--- src/sv/tbc_pkg.sv ---
// ----------------------------------------------------------------------------
// tbc_pkg: shared definitions for the back-face cull core
// Default widths, pipeline stage map, register indexes and control types.
// ----------------------------------------------------------------------------
package tbc_pkg;

  // Default coordinate width (signed Q16.16)
  localparam int COORD_BITS_DEF = 32;

  // Width of the configuration write data
  localparam int REG_BITS = 32;

  // Width of one unsigned chunk in the multiplier partial products
  localparam int MUL_CHUNK = 32;

  // Register stages inside one multiplier
  localparam int MUL_STG = 4;

  // Pipeline stage map
  localparam int ST_DIFF  = 0;                  // edge and view vectors
  localparam int ST_CROSS = ST_DIFF + 1;        // cross-product multipliers
  localparam int ST_NORM  = ST_CROSS + MUL_STG; // normal components
  localparam int ST_DOT   = ST_NORM + 1;        // dot-product multipliers
  localparam int ST_SUM   = ST_DOT + MUL_STG;   // dot-product sum
  localparam int ST_OUT   = ST_SUM + 1;         // result register
  localparam int N_STG    = ST_OUT + 1;

  // Configuration register indexes
  typedef enum logic [1:0] {
    CFG_CAM_X = 2'd0,
    CFG_CAM_Y = 2'd1,
    CFG_CAM_Z = 2'd2
  } tbc_cfg_idx_t;

  // Per-item control that travels beside the arithmetic
  typedef struct packed {
    logic test;     // run the dot-product test
    logic flag_bf;  // already-backfacing flag, used on pass-through
    logic last;     // last polygon of the list
  } tbc_item_t;

  // Stage enables and valid bits from the pipeline controller
  typedef struct packed {
    logic [N_STG-1:0] en;
    logic [N_STG-1:0] vld;
  } tbc_pipe_t;

endpackage

--- src/sv/tbc_mul.sv ---
// ----------------------------------------------------------------------------
// tbc_mul: pipelined exact signed multiplier
// Sign-magnitude form: magnitudes, chunked partial products, summed
// magnitude, signed result. Four register stages, one per enable bit.
// ----------------------------------------------------------------------------
module tbc_mul #(
  parameter int AW = 33,
  parameter int BW = 33
) (
  input  logic                              clk,
  input  logic [tbc_pkg::MUL_STG-1:0]       en,
  input  logic signed [AW-1:0]              a,
  input  logic signed [BW-1:0]              b,
  output logic signed [AW+BW-1:0]           p
);

  localparam int CH = tbc_pkg::MUL_CHUNK;
  localparam int NA = (AW + CH - 1) / CH;
  localparam int NB = (BW + CH - 1) / CH;
  localparam int PW = AW + BW;

  logic [AW-1:0]        mag_a_r;
  logic [BW-1:0]        mag_b_r;
  logic                 neg1_r;
  logic                 neg2_r;
  logic                 neg3_r;
  logic [NA*CH-1:0]     a_pad;
  logic [NB*CH-1:0]     b_pad;
  logic [2*CH-1:0]      pp_nxt [NA][NB];
  logic [2*CH-1:0]      pp_r   [NA][NB];
  logic [PW-1:0]        mag_nxt;
  logic [PW-1:0]        mag_r;
  logic signed [PW-1:0] p_r;

  // Stage 1: take magnitudes and the result sign
  always_ff @(posedge clk) begin
    if (en[0]) begin
      mag_a_r <= a[AW-1] ? AW'(~a + AW'(1)) : AW'(a);
      mag_b_r <= b[BW-1] ? BW'(~b + BW'(1)) : BW'(b);
      neg1_r  <= a[AW-1] ^ b[BW-1];
    end
  end

  // Stage 2: chunk by chunk partial products
  always_comb begin
    a_pad = (NA*CH)'(mag_a_r);
    b_pad = (NB*CH)'(mag_b_r);
    for (int i = 0; i < NA; i++) begin
      for (int j = 0; j < NB; j++) begin
        pp_nxt[i][j] = a_pad[i*CH +: CH] * b_pad[j*CH +: CH];
      end
    end
  end

  always_ff @(posedge clk) begin
    if (en[1]) begin
      pp_r   <= pp_nxt;
      neg2_r <= neg1_r;
    end
  end

  // Stage 3: align and add the partial products
  always_comb begin
    mag_nxt = '0;
    for (int i = 0; i < NA; i++) begin
      for (int j = 0; j < NB; j++) begin
        mag_nxt = mag_nxt + (PW'(pp_r[i][j]) << (CH * (i + j)));
      end
    end
  end

  always_ff @(posedge clk) begin
    if (en[2]) begin
      mag_r  <= mag_nxt;
      neg3_r <= neg2_r;
    end
  end

  // Stage 4: restore the sign
  always_ff @(posedge clk) begin
    if (en[3]) begin
      p_r <= neg3_r ? (~mag_r + PW'(1)) : mag_r;
    end
  end

  assign p = p_r;

endmodule

--- config.mk ---
export PLATFORM = sky130hd
export DESIGN_NAME = tbc_mul
export DESIGN_NICKNAME = d
export VERILOG_FILES = /design/src/sv/tbc_pkg.sv /design/src/sv/tbc_mul.sv
export SDC_FILE = /design/constraint.sdc
export NUM_CORES = 2
export LEC_CHECK = 0
export ABC_AREA = 1
export BUFFER_PORTS_ARGS = -buffer_cell sky130_fd_sc_hd__buf_2
export CORE_MARGIN = 1
export CORE_UTILIZATION = 53
export DETAILED_ROUTE_END_ITERATION = 10
export GPL_TIMING_DRIVEN = 0
export HOLD_SLACK_MARGIN = 0.06
export PLACE_DENSITY_LB_ADDON = 0.08
export SYNTH_ARGS = -nofsm -noshare
export SYNTH_HDL_FRONTEND = slang
export SYNTH_SLANG_ARGS = --single-unit
--- constraint.sdc ---
create_clock -name clk -period 9.99 [get_ports clk]
set_clock_uncertainty 0.1 [all_clocks]
set_input_delay 1.998 -clock clk [delete_from_list [all_inputs] [get_ports clk]]
set_output_delay 1.998 -clock clk [all_outputs]
set_load 0.01 [all_outputs]
* After elaboration in Yosys (flattened, before gate mapping) *
Index checks and enable logic that the tools add are counted.

storage, ports and cells
  register bits = 333
  bits of input ports = 71
  output and inout port bits = 66
  logic and storage cells = 30

cells by class
  add/sub/neg operators = 6
  multipliers = 4
  multiplexer cells = 3
  bitwise gates (word level) = 4

operators by type and width
  cell                   count
  $add 33x2->33 const B  2
  $add 64x65->66         1
  $add 66x1->66 const B  1
  $add 66x65->66         1
  $add 66x66->66         1
  $mux 66                1
  $not 33->33            2
  $not 66->66            1
  $mul 32x32->64         1
  $mux 32                2
  $mul 1x32->33          1
  $mul 32x1->33          1
  $mul 1x1->2            1
  $xor 1x1->1            1

* Depth between registers and ports, before layout *
  word-level depth = 3
  mapped depth = 31
  depth with buffers taken out = 29

* Worst setup path after synthesis *
OpenSTA, ideal clock, no wires.

  kind = register -> register
  start = register mag_b_r[9]
  end = register pp_r[244] (netlist name), data pin
  setup time = 0.252 ns
  data arrival time = 6.245 ns
  required time = 9.638 ns
  setup slack = 3.393 ns
  cell stages (with the launch flop) = 25
  buffers on the path = 2
  period minus slack after synthesis = 6.597 ns
  path through = edfxtp_1 clkbuf_1 clkbuf_1 nand2_1 inv_1 fa_1 fa_1 inv_1 fa_1 fa_1 fa_1 inv_1 fa_1 fa_1 inv_1 fa_1 inv_1 ha_1 nand2_1 nor2_2 nand2_1 nor4_1 nand2_1 nand3_1 nand2_1

RTL lines
  what                      RTL line       RTL
  start: declaration        tbc_mul.sv:23  logic [BW-1:0] mag_b_r;
  start signal: assignment  tbc_mul.sv:39  mag_b_r <= b[BW-1] ? BW'(~b + BW'(1)) : BW'(b);
  end signal: assignment    tbc_mul.sv:57  pp_r <= pp_nxt;
  end: declaration          tbc_mul.sv:30  logic [2*CH-1:0] pp_r [NA][NB];

==> metrics.txt <==
status=finished, violations left; failing checks=capacitance limit, slew limit; Post-Synthesis Cells=approximately 6700; fillcell total=approximately 9500; Hold Buf Count CTS=0; final WL=203 mm; global-route wire length before repair=approximately 300 mm; Final Wtd Congestion=about 1.1; fraction of layout cells with a size suffix above 1=around 4.1%; Num CTS Buffers=40; Die Height=320 µm; largest net degree at the start of global routing=98; required time of the worst setup path=around 10000 ps; Slowest cell on crit path=clkbuf_1; Iteration-0 DRC Markers=approximately 4400; Initial Utilization=between 50% and 60%; clk buf depth=3; number of flops mapped to enable cells by yosys=330; # IOs=between 100 and 150; initial antenna violation count=8; routed vias/inst=about 5.3; most frequent cell on the critical path=fa_1; Hold Fails Final Rpt=0; total via count in the routed design=around 44000; Total Routing Usage GR=40.4%; total area of sequential cells=9910 µm²; Final Critical Period=9230 ps; post-route antenna net violation count=0; number of port buffers=135; Root Driver=clkbuf_16; Worst Path Buf+Inv=7; sequential fraction of the synthesis area=between 10% and 20%; Worst-Skew Late Latency=roughly 630 ps; Clock Sinks=between 300 and 400; RSZ-0062 raised after global routing=no; post_cts resized=0; asr flop ratio synth=0%; max_cap viols=10; Post-synth top flop=edfxtp_1; # nets final=8218; Hold Path Class=register to register; Warnings, synthesis=0; H-tree depth=2; P&R area growth vs syn=6.89%; Max stage delay on crit path=1210 ps; crit share post-route=between 90 and 100%; die area=102000 µm²; CP top delay family=adder cells; Synth Cell Area=approximately 53000 µm²; grt ovf=0; wire per inst=~25 µm; Row Count=116; TritonCTS clock tree=built; DR DRC count=0; post-synth net total=around 8000; fmax=around 0.11 GHz; Die Wd=~320 µm; CTS clk-pin slew, worst paths=70 ps; # Post-CTS Setup Buffers=0; Setup CP Type=register to register; synthesis-stage register bit count=330; Worst-Margin Slew=about 1700 ps; CORE AREA=100000 µm²; crit-path max FO=10; multi-input logic area=between 30000 and 40000 µm²; CP Launch Type=register; Final Slew Violations=roughly 110; DR pass1 iterations=6; vias in the first global route=44604; Post-DP HPWL=roughly 170 mm; final setup vio count=0; number of library cell types mapped by synthesis=43; relative slew slack=-10.5%; WP data arrival=9510 ps; Setup TNS=0 ps; crit end category=register; syn_area_per_cell=7.93 µm²
==> Yosys cell counts, types with 3 or more instances <==
cell      count  area (µm²)
nor2_2       29         181
o21a_1        5        37.5
buf_2         5        25.0
or2_2         3        18.8
nor2_1      284        1070
edfxtp_1    330        9910
clkbuf_1    274        1030
nor3_4        3        48.8
o21bai_1     14         105
nand4_1      48         300
xnor2_1      32         280
a21oi_1     101         505
nor4_1        8        50.1
nand3_2       6        60.1
a21o_1        3        22.5
and3_1        5        31.3
nand2_1    2023        7590
inv_1      1922        7210
xor2_1      121        1060
nand2_2      11        68.8
nand3b_1      3        22.5
o21ai_2       5        43.8
inv_2        10        37.5
o21ai_1       6        30.0
fa_1        929       18600
nor3_2        9        90.1
ha_1        298        3730
nand3_1     144         721
o21ai_0      63         315
nor3_1       28         140
==> worst register-to-register path: cells and delay by family, from the launching register on <==
kind | cells | cell delay [ps]
adders and majority gates | 9 | 4340
buffers and inverters | 7 | 2500
and+or+nand+nor | 10 | 1720
DFF | 1 | 340
==> registers in the layout, summed over array words and instances, names as in the netlist <==
signal,cells
pp_r,129
mag_r,66
neg2_r,1
neg3_r,1
mag_a_r,33
neg1_r,1
p,66
mag_b_r,33
==> per-stage QoR <==
step / setup slack, ps / cells / util, % / cell area (µm²) / hold slack, ps
detailed placement: 1200 / 8176 / 55.8 / 55800 / 305
global route: 667 / 8249 / 57.2 / 57200 / 305
CTS: 1160 / 8249 / 57.1 / 57100 / 289
global placement: 1200 / 8174 / 55.8 / 55800 / 302
floorplan: 3390 / 6741 / - / 53500 / 300
finish: 758 / 8255 / 57.2 / 57200 / 290
==> worst paths after layout <==
path,endpoint,slack (ps),from,cells past startpoint
setup reg to reg,pp_r[252]$_DFFE_PP_,760,mag_a_r[9]$_DFFE_PP_,26
hold reg to reg,mag_r[31]$_DFFE_PP_,290,pp_r[223]$_DFFE_PP_,0
hold / removal,mag_r[31]$_DFFE_PP_,290,pp_r[223]$_DFFE_PP_,0
setup / recovery,pp_r[252]$_DFFE_PP_,760,mag_a_r[9]$_DFFE_PP_,26
==> metal layers <==
layer	up-vias	part of all wire (%)	GRT usage (%)	wire length, µm
met5	-	0.057	0	116
met4	12	8.3	27.3	16800
met3	688	11	11.3	23300
met2	2506	45	64.2	91200
met1	21214	35	47.9	71600
li1	19680	-	-	-
==> final cells by class <==
class | instances | share of cell area, %
antenna | 6 | 0.0263
buffer | 280 | 1.85
clock buffer | 47 | 1.80
clock inverter | 26 | 0.495
inverter | 1934 | 12.7
multi-input combinational | 4197 | 61.7
sequential | 330 | 17.3
tap | 1298 | 2.84
timing repair buffer | 137 | 1.28
==> layout by cell type (no fill, tap or decap), types with 10 or more instances in the layout <==
cell,instances
a21oi_1,101
buf_2,138
clkbuf_1,279
clkbuf_16,40
edfxtp_1,330
fa_1,929
ha_1,298
inv_1,1922
inv_2,10
nand2_1,2023
nand2_2,11
nand3_1,144
nand4_1,48
nor2_1,284
nor2_2,29
nor3_1,28
o21ai_0,63
o21bai_1,14
xnor2_1,32
xor2_1,121
==> kinds of logic (layout without fill, tap and decap cells) <==
| family | count (synthesis) | after routing | share of synthesized area [%] |
|---|---|---|---|
| and+or+nand+nor | 2615 | 2615 | 19.6 |
| buffers and inverters | 2214 | 2424 | 15.5 |
| adders and majority gates | 1227 | 1227 | 41.7 |
| DFF | 330 | 330 | 18.5 |
| AOI/OAI and AO/OA | 202 | 202 | 2.06 |
| xor gates and xnor gates | 153 | 153 | 2.51 |
| other | 0 | 6 | 0 |
Power is left out: the tool's default activity adds up to more than one toggle a clock period on the data nets, which glitch-free logic cannot reach.
