File: config.mk
export PLATFORM = sky130hd
export DESIGN_NAME = tbc_pipe_ctrl
export DESIGN_NICKNAME = d
export VERILOG_FILES = /design/src/sv/tbc_pkg.sv /design/src/sv/tbc_pipe_ctrl.sv
export SDC_FILE = /design/constraint.sdc
export NUM_CORES = 1
export LEC_CHECK = 0
export ABC_AREA = 1
export BUFFER_PORTS_ARGS = -buffer_cell sky130_fd_sc_hd__buf_2
export CORE_UTILIZATION = 36
export DETAILED_ROUTE_END_ITERATION = 10
export PLACE_DENSITY = 0.7
export SLEW_MARGIN = 0
export SYNTH_ARGS = -nofsm -noshare
export SYNTH_HDL_FRONTEND = slang
export SYNTH_SLANG_ARGS = --single-unit
File: constraint.sdc
create_clock -name clk -period 1.32 [get_ports clk]
set_input_delay 0.264 -clock clk [delete_from_list [all_inputs] [get_ports clk]]
set_output_delay 0.264 -clock clk [all_outputs]
set_load 0.005 [all_outputs]
File: src/sv/tbc_pkg.sv
// ----------------------------------------------------------------------------
// tbc_pkg: shared definitions for the back-face cull core
// Default widths, pipeline stage map, register indexes and control types.
// ----------------------------------------------------------------------------
package tbc_pkg;

  // Default coordinate width (signed Q16.16)
  localparam int COORD_BITS_DEF = 32;

  // Width of the configuration write data
  localparam int REG_BITS = 32;

  // Width of one unsigned chunk in the multiplier partial products
  localparam int MUL_CHUNK = 32;

  // Register stages inside one multiplier
  localparam int MUL_STG = 4;

  // Pipeline stage map
  localparam int ST_DIFF  = 0;                  // edge and view vectors
  localparam int ST_CROSS = ST_DIFF + 1;        // cross-product multipliers
  localparam int ST_NORM  = ST_CROSS + MUL_STG; // normal components
  localparam int ST_DOT   = ST_NORM + 1;        // dot-product multipliers
  localparam int ST_SUM   = ST_DOT + MUL_STG;   // dot-product sum
  localparam int ST_OUT   = ST_SUM + 1;         // result register
  localparam int N_STG    = ST_OUT + 1;

  // Configuration register indexes
  typedef enum logic [1:0] {
    CFG_CAM_X = 2'd0,
    CFG_CAM_Y = 2'd1,
    CFG_CAM_Z = 2'd2
  } tbc_cfg_idx_t;

  // Per-item control that travels beside the arithmetic
  typedef struct packed {
    logic test;     // run the dot-product test
    logic flag_bf;  // already-backfacing flag, used on pass-through
    logic last;     // last polygon of the list
  } tbc_item_t;

  // Stage enables and valid bits from the pipeline controller
  typedef struct packed {
    logic [N_STG-1:0] en;
    logic [N_STG-1:0] vld;
  } tbc_pipe_t;

endpackage

File: src/sv/tbc_pipe_ctrl.sv
// ----------------------------------------------------------------------------
// tbc_pipe_ctrl: valid bits and stage enables of the cull pipeline
// A stage loads when it is empty or when the stage after it loads, so
// bubbles close up while the output is stalled.
// ----------------------------------------------------------------------------
module tbc_pipe_ctrl (
  input  logic              clk,
  input  logic              rst_n,
  input  logic              in_valid,
  input  logic              out_ready,
  output tbc_pkg::tbc_pipe_t pipe
);

  localparam int N = tbc_pkg::N_STG;

  logic [N-1:0] vld_r;
  logic [N-1:0] vld_nxt;
  logic [N-1:0] en;

  // Enable chain, from the output back to the input
  always_comb begin
    en[N-1] = !vld_r[N-1] || out_ready;
    for (int k = N - 2; k >= 0; k--) begin
      en[k] = !vld_r[k] || en[k+1];
    end
  end

  // Advance valid bits with the data
  always_comb begin
    vld_nxt[0] = en[0] ? in_valid : vld_r[0];
    for (int k = 1; k < N; k++) begin
      vld_nxt[k] = en[k] ? vld_r[k-1] : vld_r[k];
    end
  end

  always_ff @(posedge clk) begin
    if (!rst_n) begin
      vld_r <= '0;
    end else begin
      vld_r <= vld_nxt;
    end
  end

  assign pipe.en  = en;
  assign pipe.vld = vld_r;

endmodule

# Word-level counts from Yosys, hierarchy flattened
# Index checks and enable logic that the tools add are counted.
# W data, S select, Z words.
# totals
wordCells,36
inputBits,4
regBits,12
out_inout_bits,24
# op_classes
n_reduce_logical,24
# ops
operator,count
$logic_not A1 Y1,12
$logic_or A1 B1 Y1,12

# Logic depth before layout (Yosys ltp)
# Gate-level depths: netlist of run 1.
# depth
word_depth,13
mapped_depth,7
depth_no_buf,7

# Least setup slack after synthesis of run 1
# Ideal clock, no wire load.
# synth_path
path_kind,register to output
start,register vld_r[10]
end,output pipe[12] in the netlist's numbering
path_buffers,0
stages_incl_launch_ff,6
t_required_ps,1056
path_slack_ps,-53
t_arrival_ps,1109
cell_sequence,dfxtp_1 > nand4_4 > nor3_4 > nand4_4 > nor2_4 > nand4_2
# synth_lines
element,line,text
from (decl),tbc_pipe_ctrl.sv:16,logic [N-1:0] vld_r;
from (signal assigned),tbc_pipe_ctrl.sv:40,vld_r <= vld_nxt;
to (decl),tbc_pipe_ctrl.sv:11,output tbc_pkg::tbc_pipe_t pipe

==> metrics.csv, run 1 <==
metric,value,unit
outcome,"complete, but fails checks",
failing checks,setup timing,
clk sinks,12,
WL per Instance,10.66,um
Synth Register Bits,12,
vias,522,
Vias/cell,4.539,
RSZ-0062 raised after global routing,true,
1st-iter DRT viols,8,
root buffer cell,clkbuf_4,
initial antenna violation count,0,
final setup vio count,13,
"Clk Latency, worst-skew pair",260,ps
VDD IR max,433.1,uV
Leakage,0.4060,nW
layout cells sized above 1,0.6436,
max-slew violation count,0,
die height,38.87,um
worst hold path startpoint,rst_n,
Residual DRC,0,
largest net degree at the start of global routing,12,
Unique masters post-synth,14,
Slew @ Worst Pin,389.2,ps
n_diodes,0,
Slew HR,0.7402,
Horiz. Die Dim,38.87,um
Final WS setup,-382.7,ps
crit start category,register,
fin nets,107,
Hold Crit Class,primary input to register,
CP Capture Type,primary output,
Port Buffers,27,
Overall Global Routing Usage,0.1719,
largest registers,vld_r (12),
reg2reg end,vld_r[0],
"Reg clk slew, reported paths",70,ps
remaining antenna violation count,0,
worst path arrival time,1440,ps
WS Path Type,register to primary output,
number of flip-flops in the largest register,12,
Synth Cell Area,489.2,um2
CTS tree,done,
TritonRoute pass-1 iters,2,
Final Skew,0.6000,ps
TNS Setup,-3119,ps
largest fanout on the critical path,5,
upper clock frequency limit,0.5873,GHz
total gr overflow,0,
cells on worst reg2reg path,7,
post-layout min period,1703,ps
Worst EP required,1060,ps
die area,0.001510,mm2
core area,0.001186,mm2
global-route wire length before repair,1752,um
final wirelength,1226,um
post-synthesis sequential area ratio,0.4910,
Syn Area/Cell,9.060,um2
WHS Endpoint,vld_r[6],
area grow syn2layout,72.12,%
post-DP HPWL,799.9,um
Worst Hold Depth,2,
R2R setup slack,-30,ps
# IOs,28,
vias in the first global route,468,
GPL Wtd Cong,0.6777,
MaxCap Viol Count,0,
final hold vios,0,
Worst Hold Slack,228.2,ps
power density over cell area,727.3,mW/mm2
Hold Buf Count CTS,0,
Post-Syn Instances,54,
number of core rows,12,
Yosys warning count,0,
Worst R2R Start,vld_r[10],
Initial Util,0.4124,
syn nets,58,
Power Total,0.6125,mW
Biggest register,vld_r,
H-Tree Depth,1,
Final period util,1.290,
fin util,0.7099,
Clock Path Buffers,2,
cts bufs inserted,3,
==> routing by layer <==
metal	global-route usage	wire [um]
met1	0.1555	515
met2	0.3458	630
met3	0.04046	80
met4	0.07759	0
met5	0	0
==> per-stage QoR <==
step	instances	worst slack [ps]	instance area (um2)
floorplan	54	-19.78	493.0
global placement	103	-194.6	709.4
detailed placement	103	-242.5	709.4
CTS	113	-379.4	805.8
global route	115	-456.4	842.1
finish	115	-382.7	842.1
==> how the worst max path moves through the flow <==
stage / start / to / slack [ps] / cells past startpoint
5_1_grt: vld_r[10] / pipe[12] / -460 / 6
2_1_floorplan: vld_r[10] / pipe[12] / -20 / 5
3_5_place_dp: out_ready / pipe[12] / -240 / 8
4_1_cts: vld_r[9] / pipe[12] / -380 / 6
3_3_place_gp: out_ready / pipe[12] / -190 / 8
6_report: vld_r[10] / pipe[12] / -380 / 6
==> what timing repair did <==
item / CTS / global route
setup endpoints to repair: 10 / 14
setup buffers: 7 / 2
pin swaps: 2 / 1
resized for setup: 6 / 6
==> worst max-delay path, stage by stage (launching register included) <==
cell and delay [ps]:
dfxtp_2 360, nand4_4 120, nor3_4 180, nand4_4 120, nor2_4 160, nand4_2 100
buf_2 140
==> cells in the mapped netlist <==
library cell	instances	share of area
a21oi_1	9	0.092
a21oi_2	1	0.018
clkbuf_1	1	0.0077
dfxtp_1	12	0.49
inv_1	16	0.12
nand2_1	3	0.023
nand3_1	1	0.010
nand3_2	1	0.020
nand4_2	1	0.026
nand4_4	2	0.087
nor2_1	4	0.031
nor2_4	1	0.023
nor3_4	1	0.033
o21a_1	1	0.015
==> report_power, final <==
part	internal (mW)	switching, mW
sequential	0.367	0.00562
combinational	0.0121	0.0163
clock	0.105	0.107
==> logic make-up after synthesis <==
group	Yosys count	synth area share
buf+inv	17	0.1304
simple gates	14	0.2532
flops	12	0.4910
compound gates	11	0.1253
==> layout make-up <==
type	count	area, um2
clock buffer	3	22.52
fill	89	344.1
inverter	16	60.06
multi-input combinational	25	210.2
sequential	12	244.0
tap	14	17.52
timing repair buffer	45	287.8
==> cell usage in the layout (no fill, tap or decap), types with 3 or more instances in the layout <==
| cell | n |
|---|---|
| clkbuf_4 | 3 |
| buf_6 | 4 |
| buf_2 | 26 |
| inv_1 | 15 |
| a21oi_2 | 3 |
| buf_4 | 15 |
| a21oi_1 | 7 |
| dfxtp_2 | 3 |
| dfxtp_1 | 9 |
(Power assumes the default switching activity.)
==> run 2: changes to the inputs <==
--- a/config.mk
+++ b/config.mk
@@ -9,7 +9,8 @@
 export BUFFER_PORTS_ARGS = -buffer_cell sky130_fd_sc_hd__buf_2
 export CORE_UTILIZATION = 36
 export DETAILED_ROUTE_END_ITERATION = 10
-export PLACE_DENSITY = 0.7
+export PLACE_DENSITY = 0.77
+export RECOVER_POWER = 100
 export SLEW_MARGIN = 0
 export SYNTH_ARGS = -nofsm -noshare
 export SYNTH_HDL_FRONTEND = slang
==> run 2 against run 1 <==
Against the previous run: the run still ends with setup timing left; global-route usage down 0.82 points; sequential cell count unchanged; via count down 5.2%; hold slack worse by 9.1 ps; die area unchanged; largest power group unchanged.
==> metrics.csv, run 2 (synthesized netlist as in run 1, its figures left out) <==
metric,value,unit
outcome,"complete, but fails checks",
failing checks,setup timing,
Fillers,89,
WL per Instance,10.36,um
CP max stage delay,360,ps
vias in the first global route,404,
crit start category,register,
GPL Wtd Cong,0.6155,
Worst Hold Depth,2,
Worst path slowest cell,dfxtp_2,
Slew HR,0.7611,
vias,495,
final wirelength,1150,um
"commonest non-fill, non-tap cell in the layout",buf_2,
cells on worst reg2reg path,7,
CP dominant cell by count,nand4_4,
final hold vios,0,
number of core rows,12,
Worst R2R Start,vld_r[9],
DP Cell Count,102,
Worst EP required,1060,ps
layout cells sized above 1,0.5876,
VDD IR max,587.0,uV
fin util,0.6709,
clk sinks,12,
placed inst area,701.9,um2
initial antenna violation count,0,
Worst Hold Slack,219.1,ps
RSZ-0062 raised after global routing,true,
final setup vio count,12,
storage element area,245.2,um2
CTS tree,done,
Residual DRC,0,
largest fanout on the critical path,5,
Biggest register,vld_r,
Slew @ Worst Pin,358.0,ps
die area,0.001510,mm2
total gr overflow,0,
WS Path Type,register to primary output,
power density over cell area,772.8,mW/mm2
TritonRoute pass-1 iters,4,
TNS Setup,-3658,ps
Final period util,1.339,
post-DP HPWL,841.1,um
largest registers,vld_r (12),
Hold Crit Class,primary input to register,
post-layout instance area,795.8,um2
R2R setup slack,-80,ps
Final WS setup,-447.3,ps
Post-Layout Cell Count,111,
upper clock frequency limit,0.5658,GHz
"Clk Latency, worst-skew pair",270,ps
crit path cell chain,nand4_4 > nor3_4 > nand4_4 > nor2_4 > nand4_2 > buf_2,
Final Skew,7.369,ps
area grow syn2layout,62.66,%
most frequent cells in the layout,"buf_2, inv_1, buf_4",
Clock Path Buffers,2,
MaxCap Viol Count,0,
reg2reg end,vld_r[0],
area occupied by multi-input gates,198.9,um2
"Reg clk slew, reported paths",70,ps
Port Buffers,27,
Leakage,0.3752,nW
core area,0.001186,mm2
n_diodes,0,
# IOs,28,
Horiz. Die Dim,38.87,um
worst path arrival time,1500,ps
post-layout min period,1767,ps
H-Tree Depth,1,
remaining antenna violation count,0,
fin nets,103,
Vias/cell,4.459,
worst hold path startpoint,rst_n,
cts bufs inserted,3,
max-slew violation count,0,
CP Capture Type,primary output,
global-route wire length before repair,1600,um
number of flip-flops in the largest register,12,
WHS Endpoint,vld_r[6],
1st-iter DRT viols,11,
die height,38.87,um
root buffer cell,clkbuf_4,
Initial Util,0.4124,
Overall Global Routing Usage,0.1637,
largest net degree at the start of global routing,12,
[run 2: stage by stage]
stage	power [mW]	worst slack [ps]
after global placement	0.4057	-211.2
after detailed placement	0.4065	-282.2
after global routing	0.6478	-539.3
after floorplan	0.3929	-19.78
final	0.6150	-447.3
after CTS	0.6253	-462.3
[run 2: timing repair]
action | 4_1_cts | 5_1_grt
gates cloned | 0 | 0
endpoints found under the setup margin | 10 | 15
pin swaps | 0 | 2
setup buffers | 2 | 4
hold buffers | 0 | 0
resized for setup | 2 | 8
hold endpoints to repair | 0 | 0
[run 2: metal layers]
metal | track usage | wire length, um | vias to the layer above
met5 | 0 | 0 | -
met4 | 0.05172 | 0 | 0
met3 | 0.09249 | 92 | 0
met2 | 0.3125 | 643 | 19
met1 | 0.1383 | 415 | 223
li1 | - | - | 253
[run 2: final cells by class]
type | instances | area share
repair buffers | 41 | 0.3129
inverters | 16 | 0.07862
multi-input cells | 25 | 0.2500
well taps | 14 | 0.02201
clock buffers | 3 | 0.02830
flip-flops and latches | 12 | 0.3082
[run 2: how the worst max path moves through the flow]
| stage | from | to | cells after the start |
|---|---|---|---|
| after floorplan | vld_r[10] | pipe[12] | 5 |
| after detailed placement | out_ready | pipe[12] | 8 |
| final | vld_r[9] | pipe[12] | 6 |
| after global routing | vld_r[9] | pipe[12] | 6 |
| after global placement | out_ready | pipe[12] | 8 |
| after CTS | vld_r[9] | pipe[12] | 6 |
[run 2: critical path, delay by kind of cell, from the launching register on]
family	cells	cell delay, ps
and+or+nand+nor	5	730
DFF	1	360
buffers and inverters	1	150
[run 2: power breakdown]
part	switching, mW	total, mW	internal, mW
Clock	0.111	0.216	0.105
Sequential	0.00523	0.372	0.367
Combinational	0.0150	0.0268	0.0118
==> run 3: changes to the inputs <==
--- a/config.mk
+++ b/config.mk
@@ -11,6 +11,7 @@
 export DETAILED_ROUTE_END_ITERATION = 10
 export PLACE_DENSITY = 0.77
 export RECOVER_POWER = 100
+export SKIP_CTS_REPAIR_TIMING = 1
 export SLEW_MARGIN = 0
 export SYNTH_ARGS = -nofsm -noshare
 export SYNTH_HDL_FRONTEND = slang
==> run 3 against run 2 <==
Against the previous run: first-iteration DRC count fell by 18%; clock-buffer cell count did not move; the flow still finishes with violations (setup timing); fmax shrank 2.3%; critical path type unchanged; sequential cell count is the same; hold slack better by 2.0 ps; non-clock buffer count unchanged.
==> metrics.csv, run 3 (synthesized netlist as in run 1, its figures left out) <==
metric,value,unit
Final WS setup,-488.8,ps
crit start category,register,
DP Worst Slack,-282.2,ps
number of core rows,12,
1st-iter DRT viols,9,
"Reg clk slew, reported paths",70,ps
n_diodes,0,
crit path cell chain,nand4_4 > nor3_4 > buf_4 > buf_6 > inv_4 > nor2_4 > nand2_2 > buf_2,
Port Buffers,27,
worst path arrival time,1540,ps
"commonest non-fill, non-tap cell in the layout",buf_2,
"Clk Latency, worst-skew pair",270,ps
CTS tree,done,
VDD IR max,581.5,uV
TritonRoute pass-1 iters,4,
max-slew violation count,0,
final wirelength,1181,um
Final period util,1.370,
fin nets,103,
die area,0.001510,mm2
GPL Wtd Cong,0.6155,
upper clock frequency limit,0.5528,GHz
failing checks,setup timing,
area grow syn2layout,64.71,%
Final Skew,7.859,ps
CP Capture Type,primary output,
final hold vios,0,
largest registers,vld_r (12),
Vias/cell,4.459,
global-route wire length before repair,1545,um
remaining antenna violation count,0,
Worst path top cell family by delay,simple AND/OR/NAND/NOR gates,
Worst Setup SP,vld_r[9],
WS Path Type,register to primary output,
power density over cell area,764.1,mW/mm2
most frequent cells in the layout,"buf_2, inv_1, buf_4",
largest net degree at the start of global routing,12,
Hold Crit Class,primary input to register,
Leakage,0.3797,nW
vias in the first global route,393,
final setup vio count,12,
number of flip-flops in the largest register,12,
post-DP HPWL,841.1,um
RSZ-0062 raised after global routing,true,
clk sinks,12,
CP max stage delay,360,ps
Horiz. Die Dim,38.87,um
post-layout min period,1809,ps
H-Tree Depth,1,
Buf/Inv on CP,4,
Biggest register,vld_r,
initial antenna violation count,0,
worst hold path startpoint,rst_n,
total gr overflow,0,
Worst R2R Start,vld_r[9],
root buffer cell,clkbuf_4,
outcome,"complete, but fails checks",
Residual DRC,0,
core area,0.001186,mm2
Overall Global Routing Usage,0.1588,
TNS Setup,-3724,ps
Clock Path Buffers,2,
largest fanout on the critical path,3,
Slew @ Worst Pin,379.2,ps
Worst path slowest cell,dfxtp_2,
MaxCap Viol Count,0,
Initial Util,0.4124,
die height,38.87,um
# IOs,28,
Worst EP required,1060,ps
WL per Instance,10.64,um
Power Total,0.6157,mW
Slew HR,0.7469,
vias,495,
layout cells sized above 1,0.5979,
cts bufs inserted,3,
run 3: cell count changes in the layout (fill, tap and decap cells not counted):
| cell | delta |
|---|---|
| a21oi_1 | -1 |
| a21oi_2 | +1 |
| buf_2 | -1 |
| buf_6 | +1 |
run 3: layer usage:
metal,routed length [um],global-route usage,vias up,part of all wire
met5,0,0,-,0
met2,637,0.3042,19,0.54
met1,451,0.1312,221,0.38
met3,92,0.09249,0,0.078
met4,0,0.05172,0,0
li1,-,-,255,-
run 3: path summary, 6_finish.rpt:
check | to | slack, ps | depth (start not counted)
worst min register to register | vld_r[1] | 490 | 2
worst max-delay path | pipe[17] | -490 | 8
worst max register to register | vld_r[5] | -110 | 9
worst min-delay path | vld_r[6] | 220 | 2
run 3: layout make-up:
type,count,area (um2)
Inverter,16,62.56
Clock buffer,3,22.52
Fill cell,94,380.4
Sequential cell,12,245.2
Timing Repair Buffer,41,255.2
Tap cell,14,17.52
Multi-Input combinational cell,25,202.7
run 3: where the power goes:
| part | total (mW) | switching [mW] | leakage [nW] | internal (mW) |
|---|---|---|---|---|
| clock network | 0.217 | 0.111 | 0.0138 | 0.105 |
| registers | 0.372 | 0.00518 | 0.0993 | 0.367 |
| logic | 0.0272 | 0.0154 | 0.267 | 0.0119 |
run 3: worst reg2reg max path: stages (launching register included):
cell and delay (ps):
dfxtp_2 360, nand4_4 120, nor3_4 200, buf_4 150, buf_6 90, inv_4 40
nor2_4 130, nand2_2 70, buf_6 120, a21oi_2 90
run 3: through the flow:
step	instances	area, um2	hold WS (ps)	utilization
2_1_floorplan	54	493.0	381.7	-
3_3_place_gp	102	701.9	466.0	0.5918
3_5_place_dp	102	701.9	477.7	0.5918
4_1_cts	105	724.4	208.1	0.6108
5_1_grt	111	805.8	204.1	0.6793
6_report	111	805.8	221.2	0.6793
